==> config.mk <==
export PLATFORM = sky130hd
export DESIGN_NAME = lphj_ctrl
export DESIGN_NICKNAME = d
export VERILOG_FILES = /design/src/hw/rtl/lphj_pkg.sv /design/src/hw/rtl/lphj_ctrl.sv
export SDC_FILE = /design/constraint.sdc
export NUM_CORES = 1
export LEC_CHECK = 0
export ABC_AREA = 1
export BUFFER_PORTS_ARGS = -buffer_cell sky130_fd_sc_hd__buf_2
export CAP_MARGIN = 25
export CORE_AREA = 2 2 39 41
export DETAILED_ROUTE_END_ITERATION = 16
export DIE_AREA = 0 0 41 43
export HOLD_SLACK_MARGIN = 0.08
export SETUP_SLACK_MARGIN = 0.3
export SLEW_MARGIN = 30
export SYNTH_ARGS = -nofsm -noshare
export SYNTH_HDL_FRONTEND = slang
export SYNTH_SLANG_ARGS = --single-unit
==> constraint.sdc <==
create_clock -name clk -period 3.86 [get_ports clk]
set_clock_uncertainty 0.2 [all_clocks]
set_input_delay 0.386 -clock clk [delete_from_list [all_inputs] [get_ports clk]]
set_output_delay 0.386 -clock clk [all_outputs]
set_load 0.02 [all_outputs]
==> src/hw/rtl/lphj_pkg.sv <==
// ----------------------------------------------------------------------------
// lphj_pkg
// Shared types and constants of the hash join table.
// ----------------------------------------------------------------------------
`default_nettype none

package lphj_pkg;

  localparam int unsigned SLOTS_LOG2_DEF = 10;
  localparam logic [63:0] FACTOR_RESET   = 64'd123456789123456789;
  localparam logic [63:0] EMPTY_KEY      = 64'hFFFF_FFFF_FFFF_FFFF;
  localparam logic [3:0]  USED_LG_RESET  = 4'd10;

  localparam logic REG_MULT    = 1'b0;
  localparam logic REG_USED_LG = 1'b1;

  typedef enum logic [1:0] {
    OP_INSERT = 2'd0,
    OP_PROBE  = 2'd1,
    OP_CLEAR  = 2'd2,
    OP_NOP    = 2'd3
  } op_t;

  typedef enum logic [1:0] {
    ST_INSERTED = 2'd0,
    ST_FULL     = 2'd1,
    ST_RESERVED = 2'd2,
    ST_DONE     = 2'd3
  } status_t;

  typedef struct packed {
    logic cap;
    logic hash;
    logic sweep;
    logic rd;
    logic eval;
    logic emit;
  } cmd_t;

  typedef struct packed {
    logic is_clear;
    logic walk;
    logic stop;
    logic sweep_last;
  } sts_t;

endpackage

`default_nettype wire

==> src/hw/rtl/lphj_ctrl.sv <==
// ----------------------------------------------------------------------------
// lphj_ctrl
// Sequencer: clearing sweep, hash, slot read and check loop, result beat.
// ----------------------------------------------------------------------------
`default_nettype none

module lphj_ctrl (
  input  wire logic           clk,
  input  wire logic           rst,
  input  wire logic           in_valid,
  output logic                in_ready,
  output logic                out_valid,
  input  wire logic           out_ready,
  input  wire lphj_pkg::sts_t sts,
  output lphj_pkg::cmd_t      cmd
);
  import lphj_pkg::*;

  typedef enum logic [2:0] {
    S_SWEEP,
    S_IDLE,
    S_HASH,
    S_READ,
    S_CHECK,
    S_DONE
  } state_t;

  state_t state;
  state_t state_next;
  logic   out_free;

  assign out_free = !out_valid || out_ready;
  assign in_ready = (state == S_IDLE);

  always_comb begin
    cmd        = '0;
    state_next = state;
    unique case (state)
      S_SWEEP: begin
        cmd.sweep = 1'b1;
        if (sts.sweep_last) begin
          state_next = sts.is_clear ? S_DONE : S_IDLE;
        end
      end
      S_IDLE: begin
        if (in_valid) begin
          cmd.cap    = 1'b1;
          state_next = S_HASH;
        end
      end
      S_HASH: begin
        cmd.hash = 1'b1;
        if (sts.is_clear) begin
          state_next = S_SWEEP;
        end else if (sts.walk) begin
          state_next = S_READ;
        end else begin
          state_next = S_DONE;
        end
      end
      S_READ: begin
        cmd.rd     = 1'b1;
        state_next = S_CHECK;
      end
      S_CHECK: begin
        cmd.eval   = 1'b1;
        state_next = sts.stop ? S_DONE : S_READ;
      end
      S_DONE: begin
        if (out_free) begin
          cmd.emit   = 1'b1;
          state_next = S_IDLE;
        end
      end
      default: state_next = S_IDLE;
    endcase
  end

  always_ff @(posedge clk) begin
    if (rst) begin
      state     <= S_SWEEP;
      out_valid <= 1'b0;
    end else begin
      state <= state_next;
      if (cmd.emit) begin
        out_valid <= 1'b1;
      end else if (out_ready) begin
        out_valid <= 1'b0;
      end
    end
  end

endmodule

`default_nettype wire

Word level (Yosys, flattened, before mapping) --
Index checks and enable logic that the tools add are counted.
Storage, ports and cells: input bits 8, bits in registers 4, memory bits (writable) 0, ROM bits 0, word-level logic and storage cells 33, output and inout port bits 8, memories 0, bits in latches 0
Operators by class: eq/ne operators 8, $add $sub $neg 0, bitwise operators 0, reduce and logical (&&, ||, !) cells 5, order comparisons 0, shift operators 0, muxes and demuxes 18, $mul 0, div/mod/pow operators 0
Operators by type and width (count):
- two-way mux 3 bit | 7
- one-hot mux 3 bit (6 select lines) | 1
- two-way mux 1 bit | 10
- == test 3 x 2 -> 1 bit (second input constant) | 2
- == test 3 bit (second input constant) | 2
- != test 2 bit (second input constant) | 3
- == test 3 x 1 -> 1 bit (second input constant) | 1
- logical NOT 3 bit | 1
- AND reduction 3 bit | 1
- nonzero test 2 bit | 1
- logical NOT 1 bit | 1
- logical OR 1 bit | 1

Longest topological paths before layout --
Gate-level depths: netlist of the first run.
word-level depth 5, mapped depth 8, gate-level depth less buffers 8

Worst setup path after synthesis of the first run --
No wires, ideal clock.
kind reg-to-output, from register state[2], to output cmd[0] in the netlist's numbering, path slack 2.336 ns, path buffers 0, data arrival time 0.938 ns, stages on the path, launching flop included 3, required time 3.274 ns, path through dfxtp_1 > nand3_1 > a21oi_1
RTL lines:
- start: declaration | RTL line lphj_ctrl.sv:28 | state_t state;
- start signal: assignment | RTL line lphj_ctrl.sv:84 | state <= state_next;
- end: declaration | RTL line lphj_ctrl.sv:15 | output lphj_pkg::cmd_t cmd

==> qor.txt, run 1 <==
CTS sink cnt = 4
Met2 WL post-DR = 346 um
Worst Setup End Kind = output pin
Vias in the first global route = 307
Post-Route Setup TNS = 0 ns
Initial antenna violation count = 0
Sw Ratio = 43.4%
Mapped Avg Cell Area = 5.98 um^2
Post_cts resized = 0
Final Instance Area = 440 um^2
Fillers = 167
CP startpoint kind = flip-flop
Outcome = finished clean
RSZ-0062 raised after global routing = false
Worst path required time = 3.27 ns
Compound-gate portion of the synthesized area = 11.2%
Worst vdd ir = 150 uV
N_diodes = 0
Via-to-Cell Ratio = 3.94
WL final = 684 um
Initial DRC count = 2
Worst slew pin tran = 0.243 ns
Via Count = 347
Worst setup path startpoint = state[2]
Fmax = 571 MHz
Share of cells above drive strength 1 = 43.1%
TritonCTS clock tree = done
Leak = 0.000263 uW
Final #Nets = 82
CP max stage delay = 0.43 ns
Synth area leader = dfxtp_1
Final worst slack = 2.11 ns
Grt total ovfl = 0
Post-synthesis mux area share = 0%
Cell chain of the critical path = nand3_1, a21oi_1, buf_2
Yosys cell types = 13
Pin count of the biggest net entering global routing = 7
Number of buffers inserted by hold repair at cts = 0
Adder-Cell Fraction of Synth Area = 0%
DR pass1 iterations = 4
DRT met1 WL = 317 um
Routed Antenna Nets = 0
Arrival @ worst endpoint = 1.17 ns
GPL Wtd Cong = 0.760
Crit path max-delay cell type = dfxtp_1
Final setup vio count = 0
Top cell type's share of synthesized area = 24.8%
IO buf count = 15
Top delay family on crit path = flip-flops
Synthesized area = 323 um^2
Mapped Nets = 62
FF-to-FF Start = state[0]
XOR/XNOR Fraction of Synth Area = 0%
Core area = 0.00138 mm^2
Synth Register Bits = 4
DIE HEIGHT = 43 um
Period utilization = 45.4%
Total number of yosys warnings = 0
Post-CTS setup buffers = 0
Clock tree buffer depth = 2
Hold Path Origin = rst
Dpl hpwl = 590 um
Hold Crit Class = in -> reg
MaxCap Viol Count = 0
Die area = 0.00176 mm^2
Ranking of synthesized cells by area = dfxtp_1 (25%), inv_1 (14%), nand2_1 (13%)
Clk_lat worst skew = 0.23 ns
DRC viols = 0
Clock buffer count from CTS = 3
Metal3 WL = 20 um
H-tree levels = 1
GRT Util Overall = 9.03%
Crit path time final = 1.75 ns
Util after Layout = 31.8%
Most frequent cells in the layout = buf_2 (15), inv_1 (12), nand2_1 (11)
Die X = 41 um
CP Class = reg -> out
Starting density of the core = 23.3%
Comb power frac = 48.3%
Clock slew at reported path FFs = 0.04 ns
Commonest non-fill, non-tap cell in the layout = buf_2
Largest family of logic cells by synthesized area = simple AND/OR/NAND/NOR gates
Buf/Inv on CP = 1
Crit path max fanout = 6
Final Hold Viols = 0
Synth Area in Simple Gates = 46.5%
First-pass GRT wire length = 1070 um
Slew Viols, Final = 0
Cells after Synth = 54
Area grow syn2layout = 36.4%
Placement Rows = 14
Dpl ws = 2.33 ns
Clock share of power = 24.7%
Internal = 118 uW
Reg power frac = 27.1%
Routed len/inst = 7.77 um
Sequential area share after synthesis = 24.8%
Ports = 16
Root buf cell = clkbuf_4
Max Used Layer = met3
Slew HR = 83.8%
PwrDens = 474 mW/mm^2
Placed cell area = 418 um^2
Net switching power figure = 90.7 uW
==> final timing paths <==
kind | to | slack [ns] | cells after the start
worst max register to register | state[2] | 2.55 | 7
worst min-delay path | state[2] | 0.16 | 2
worst max-delay path | cmd[0] | 2.11 | 3
worst min register to register | out_valid | 0.36 | 2
==> power groups by stage <==
stage	Sequential (uW)	Clock, uW	Combinational, uW
global route	58.0	57.4	112
CTS	56.6	54.3	102
detailed placement	57.3	0	102
global placement	57.1	0	101
finish	56.6	51.5	101
floorplan	56.7	0	75.7
==> state kept, by name, summed over array words and instances (netlist names) <==
name / count
out_valid: 1
state: 3
==> synthesized netlist by cell type (all sizes together) <==
master and n:
nor3 1, o21ai 1, nand3 7, nor2 11, dfxtp 4, inv 15, a21oi 4, nand2 11
==> layer usage <==
layer / global-route usage, % / up-vias
met4: 8.00 / 0
met3: 1.57 / 0
li1: - / 198
met2: 13.8 / 5
met5: 0 / -
met1: 9.94 / 144
==> metrics by stage <==
| stage | cells | hold slack [ns] | total power (uW) |
|---|---|---|---|
| 5_1_grt | 88 | 0.168 | 228 |
| 3_3_place_gp | 85 | 0.353 | 158 |
| 4_1_cts | 88 | 0.158 | 213 |
| 3_5_place_dp | 85 | 0.352 | 159 |
| 2_1_floorplan | 54 | 0.248 | 132 |
| 6_report | 88 | 0.162 | 209 |
==> logic make-up after synthesis <==
group	after synthesis
AOI/OAI and AO/OA	5
buffers and inverters	15
DFF	4
and+or+nand+nor	30
==> final cells by class <==
class	count	area (um^2)	area share, %
flip-flops and latches	4	80.1	18.2
well taps	16	20.0	4.55
multi-input cells	35	186	42.3
repair buffers	15	75.1	17.0
inverters	15	56.3	12.8
clock buffers	3	22.5	5.11
==> worst register-to-register path, delay by kind of cell (launching register included) <==
kind                   cells  cell delay [ns]
AOI/OAI and AO/OA          1             0.11
and+or+nand+nor            5             0.55
DFF                        1             0.34
buffers and inverters      1             0.04
Note: power is estimated with default switching activity, not from simulation.
==> inputs of run 2 (changes only) <==
==> constraint.sdc (replaced) <==
create_clock -name clk -period 1.4 [get_ports clk]
set_clock_uncertainty 0.2 [all_clocks]
set_input_delay 0.14 -clock clk [delete_from_list [all_inputs] [get_ports clk]]
set_output_delay 0.14 -clock clk [all_outputs]
set_load 0.02 [all_outputs]
==> run 2 against run 1 <==
Against the previous run: global-route usage grew 3.1 points; via count grew 15%; design area grew 44%; register-to-register slack lost 2.5 ns; flip-flop and latch count unchanged; routed wire length grew 35%; non-clock buffer count rose by 7; setup slack lost 2.1 ns; cell count increased by 8.0%; core utilization is 14 points higher; critical path type unchanged; critical endpoint is now cmd[3]; largest cell class unchanged; largest power group unchanged.
==> qor.txt, run 2 (synthesized netlist as in run 1, its figures left out) <==
PwrDens = 1220 mW/mm^2
Starting density of the core = 23.3%
FF/Latch Area = 92.6 um^2
FF-to-FF Start = state[2]
Routed len/inst = 9.73 um
WL final = 924 um
MaxCap Viol Count = 0
Worst path required time = 1.06 ns
IO buf count = 15
CP Class = reg -> out
Crit path time final = 1.35 ns
Util after Layout = 45.8%
Top delay family on crit path = flip-flops
Final #Nets = 89
Core area = 0.00138 mm^2
Crit path max fanout = 2
Period utilization = 96.7%
Worst vdd ir = 624 uV
Met2 Use GR = 21.3%
Gr busiest metal = met2
Slew HR = 84.9%
Met3 Use GR = 3.14%
CP startpoint kind = flip-flop
Initial antenna violation count = 0
Placed Instances = 85
Worst reg2reg setup slack = 0.09 ns
Worst slew pin tran = 0.225 ns
Die area = 0.00176 mm^2
CP max stage delay = 0.35 ns
Arrival @ worst endpoint = 1.01 ns
Hold Crit Class = in -> reg
Clock slew at reported path FFs = 0.03 ns
Buf/Inv on CP = 2
Crit path max-delay cell type = dfxtp_4
Routed Antenna Nets = 0
Final Hold Viols = 0
DRC viols = 0
Clock buffer count from CTS = 3
First-pass GRT wire length = 1410 um
Final worst slack = 0.0468 ns
TritonCTS clock tree = done
Post-Route Setup TNS = 0 ns
Worst Setup End Kind = output pin
Vias in the first global route = 352
Slew Viols, Final = 0
Pin count of the biggest net entering global routing = 6
Pwr Total = 775 uW
Grt total ovfl = 0
Non-filler cells, final = 95
Initial DRC count = 1
Dpl hpwl = 590 um
Via-to-Cell Ratio = 4.21
GRT Util Overall = 12.2%
Biggest regs = state x3, out_valid x1
DIE HEIGHT = 43 um
CTS sink cnt = 4
Leak = 0.000311 uW
Cell chain of the critical path = nor2_4, inv_2, nor2_1, buf_4
Via Count = 400
Die X = 41 um
Root buf cell = clkbuf_4
Met1 GRT Util = 13.2%
Outcome = finished clean
Final setup vio count = 0
GPL Wtd Cong = 0.692
RSZ-0062 raised after global routing = true
Largest register FFs = 3
Placement Rows = 14
Area grow syn2layout = 96.5%
H-tree levels = 1
Dpl ws = 0.133 ns
Multi-input gate area = 264 um^2
Ports = 16
Share of cells above drive strength 1 = 62.0%
Hold Path Origin = sts[2]
Clock tree buffer depth = 2
Most frequent cells in the layout = inv_1 (11), nand2_1 (9), buf_4 (9)
Largest Register = state
N_diodes = 0
Clk_lat worst skew = 0.23 ns
Fmax = 739 MHz
DR pass1 iterations = 2
Worst setup path startpoint = state[1]
Fillers = 146
Commonest non-fill, non-tap cell in the layout = inv_1
-- run 2: timing repair --
action	in CTS	in global routing
pin swaps	4	3
setup endpoints to repair	10	12
hold buffers	1	0
gates resized for setup	26	6
endpoints found under the hold margin	4	0
buffers inserted	6	0
-- run 2: final cells by class --
type                    count  share of cell area (%)
clock buffers               3                    3.55
inverters                  15                    10.5
multi-input cells          35                    41.6
flip-flops and latches      4                    14.6
well taps                  16                    3.16
repair buffers             22                    26.6
-- run 2: worst paths after layout --
kind / to / depth (start not counted)
worst max-delay path: cmd[3] / 4
worst min-delay path: state[1] / 5
worst max register to register: state[2] / 7
worst min register to register: out_valid / 2
-- run 2: routing by layer --
| layer | vias up | wire [um] |
|---|---|---|
| li1 | 212 | - |
| met1 | 177 | 348 |
| met2 | 11 | 522 |
| met3 | 0 | 52 |
| met4 | 0 | 0 |
| met5 | - | 0 |
-- run 2: per-stage QoR --
stage | area [um^2] | hold WS, ns
4_1_cts | 618 | 0.0664
5_1_grt | 634 | 0.0965
3_5_place_dp | 444 | 0.139
3_3_place_gp | 444 | 0.144
6_report | 634 | 0.0765
2_1_floorplan | 349 | -0.00492
-- run 2: report_power, final --
group | internal (uW) | switching (uW)
Combinational | 202 | 246
Sequential | 140 | 44.4
Clock | 95.8 | 46.2
Total | 438 | 336
-- run 2: tightest hold or removal path, delay by kind of cell --
family                 cells  cell delay [ns]
AND/OR/NAND/NOR            4             0.24
buffers and inverters      1             0.09
==> inputs of run 3 (changes only) <==
--- a/config.mk
+++ b/config.mk
@@ -5,7 +5,6 @@
 export SDC_FILE = /design/constraint.sdc
 export NUM_CORES = 1
 export LEC_CHECK = 0
-export ABC_AREA = 1
 export BUFFER_PORTS_ARGS = -buffer_cell sky130_fd_sc_hd__buf_2
 export CAP_MARGIN = 25
 export CORE_AREA = 2 2 39 41
==> run 3 against run 2 <==
Against the previous run: flip-flop and latch count stayed put; combinational power is 50% lower; synthesized area is 3.1% higher; clock power is 15% higher; sequential power is 22% lower; clock-buffer cell count stayed put; the flow now finishes with violations (hold timing, setup timing); worst hold slack worse by 0.091 ns; maximum frequency is 8.9% lower; sequential share of layout area is 1.2 points higher; non-clock buffer count is 3 higher.
==> qor.txt, run 3 <==
Outcome = finished with violations
Failing checks = hold timing, setup timing
Dpl hpwl = 584 um
Dpl ws = 0.0668 ns
TritonCTS clock tree = done
MaxCap Viol Count = 0
Hold Worst Slack = -0.0146 ns
FF-to-FF Start = state[2]
Initial DRC count = 4
Pin count of the biggest net entering global routing = 9
Final setup vio count = 7
Worst vdd ir = 369 uV
Post-synthesis async set-or-reset flop share = 0%
Worst Setup End Kind = output pin
RSZ-0062 raised after global routing = true
Ports = 16
Routed Antenna Nets = 0
DRC viols = 0
Crit path max fanout = 7
Routed len/inst = 12.3 um
Share of cells above drive strength 1 = 71.0%
Synth area leader = dfxtp_1
IO buf count = 15
Via Count = 379
PwrDens = 921 mW/mm^2
Prevailing post-synth register cell = dfxtp_1
Worst slew pin tran = 0.208 ns
Clock buffer count from CTS = 3
Clock tree buffer depth = 2
Top delay family on crit path = simple AND/OR/NAND/NOR gates
Sequential area share after synthesis = 24.1%
Fmax = 673 MHz
Arrival @ worst endpoint = 1.15 ns
Final worst slack = -0.0850 ns
Ranking of synthesized cells by area = dfxtp_1 (24%), nor3b_2 (7.5%), buf_6 (6.8%)
Starting density of the core = 24.1%
H-tree levels = 1
Die area = 0.00176 mm^2
N_diodes = 0
DR pass1 iterations = 3
Grt total ovfl = 0
Synthesized area = 333 um^2
Total number of yosys warnings = 0
First-pass GRT wire length = 1650 um
Hold Path Origin = rst
Fillers = 147
Crit path max-delay cell type = dfxtp_4
Period utilization = 106%
Hold Crit Class = in -> reg
Mapped Avg Cell Area = 9.00 um^2
Top cell type's share of synthesized area = 24.1%
GPL Wtd Cong = 0.674
Final #Nets = 72
Slew HR = 86.1%
CTS sink cnt = 4
Leak = 0.000264 uW
Clk_lat worst skew = 0.25 ns
Placed Instances = 66
Synth Register Bits = 4
CP startpoint kind = flip-flop
DRT met1 WL = 362 um
Largest Register = state
Buf/Inv on CP = 1
Cells after Synth = 37
Number of synthesized flops with an enable pin = 0
Root buf cell = clkbuf_4
Non-filler cells, final = 78
DIE HEIGHT = 43 um
Die X = 41 um
Yosys cell types = 24
Met2 WL post-DR = 531 um
Via-to-Cell Ratio = 4.86
Most frequent cells in the layout = buf_4 (9), buf_2 (8), buf_6 (7)
WL final = 957 um
Placement Rows = 14
Crit path time final = 1.49 ns
Top cells by count, synth = a21oi_1 (4), dfxtp_1 (4)
Vias in the first global route = 379
Initial antenna violation count = 0
Commonest non-fill, non-tap cell in the layout = buf_4
Post-Route Setup TNS = -0.171 ns
Clock slew at reported path FFs = 0.05 ns
Worst setup path startpoint = state[1]
Worst path required time = 1.06 ns
Max Used Layer = met4
Mapped Nets = 45
Biggest regs = state x3, out_valid x1
CP Class = reg -> out
Metal3 WL = 39 um
Final Hold Viols = 1
Largest register FFs = 3
Slew Viols, Final = 0
CP max stage delay = 0.36 ns
Area grow syn2layout = 74.1%
Cell chain of the critical path = nand3b_1, and2b_2, buf_6
Core area = 0.00138 mm^2
GRT Util Overall = 14.1%
==> run 3: cell types whose count changed in the layout (fill, tap and decap cells not counted), moves of 2 or more <==
cell,before,now
a21oi_1,0,3
a21oi_2,4,1
buf_6,5,7
inv_1,11,0
inv_6,2,0
nand2_1,9,0
nand3_1,4,0
nand3_4,3,0
nor2_1,4,2
nor2_4,6,0
nor3b_2,0,2
o21bai_1,0,2
==> run 3: cell type report <==
type,count,area (um^2),share of cell area (%)
Inverter,2,7.51,1.30
Sequential cell,4,91.3,15.8
Multi-Input combinational cell,28,241,41.7
Clock buffer,3,22.5,3.89
Timing Repair Buffer,25,196,33.9
Tap cell,16,20.0,3.46
==> run 3: kinds of logic (layout without fill, tap and decap cells) <==
group,Yosys count,in the layout,share of synthesized area [%]
AOI/OAI and AO/OA,11,11,25.9
buffers and inverters,5,30,11.3
DFF,4,4,24.1
muxes,1,1,4.51
and+or+nand+nor,16,16,34.2
==> run 3: metal layers <==
metal | global-route usage [%] | vias to the layer above
li1 | - | 186
met1 | 16.0 | 180
met2 | 21.9 | 10
met3 | 1.57 | 3
met4 | 12.0 | 0
met5 | 0 | -
==> run 3: path summary, 6_finish.rpt <==
check                            endpoint  slack [ns]  cells after the start
worst max-delay path               cmd[0]       -0.09                      3
worst min-delay path             state[2]       -0.01                      3
worst max register to register   state[2]        0.03                      4
worst min register to register  out_valid        0.34                      2
==> run 3: report_power, final <==
part,leakage (uW),internal (uW),switching (uW)
logic,0.000216,126,99.1
registers,0.0000348,125,19.0
clock network,0.0000138,97.2,66.9
==> run 3: stage by stage <==
step | utilization, % | area (um^2) | total power [uW]
final | 41.9 | 579 | 534
after global routing | 41.9 | 579 | 563
after CTS | 40.4 | 559 | 513
after detailed placement | 30.5 | 422 | 300
after global placement | 30.5 | 422 | 299
after floorplan | - | 353 | 269
==> run 3: what timing repair did <==
| action | 4_1_cts | 5_1_grt |
|---|---|---|
| gates resized for setup | 20 | 2 |
| pin swaps | 3 | 2 |
| endpoints found under the setup margin | 10 | 10 |
| hold buffers | 1 | 1 |
| buffers inserted | 6 | 2 |
| endpoints found under the hold margin | 4 | 4 |
==> run 3: worst min-delay path: cells and delay by family <==
kind | cells | cell delay [ns]
buf+inv | 1 | 0.09
compound gates | 1 | 0.06
simple gates | 1 | 0.11
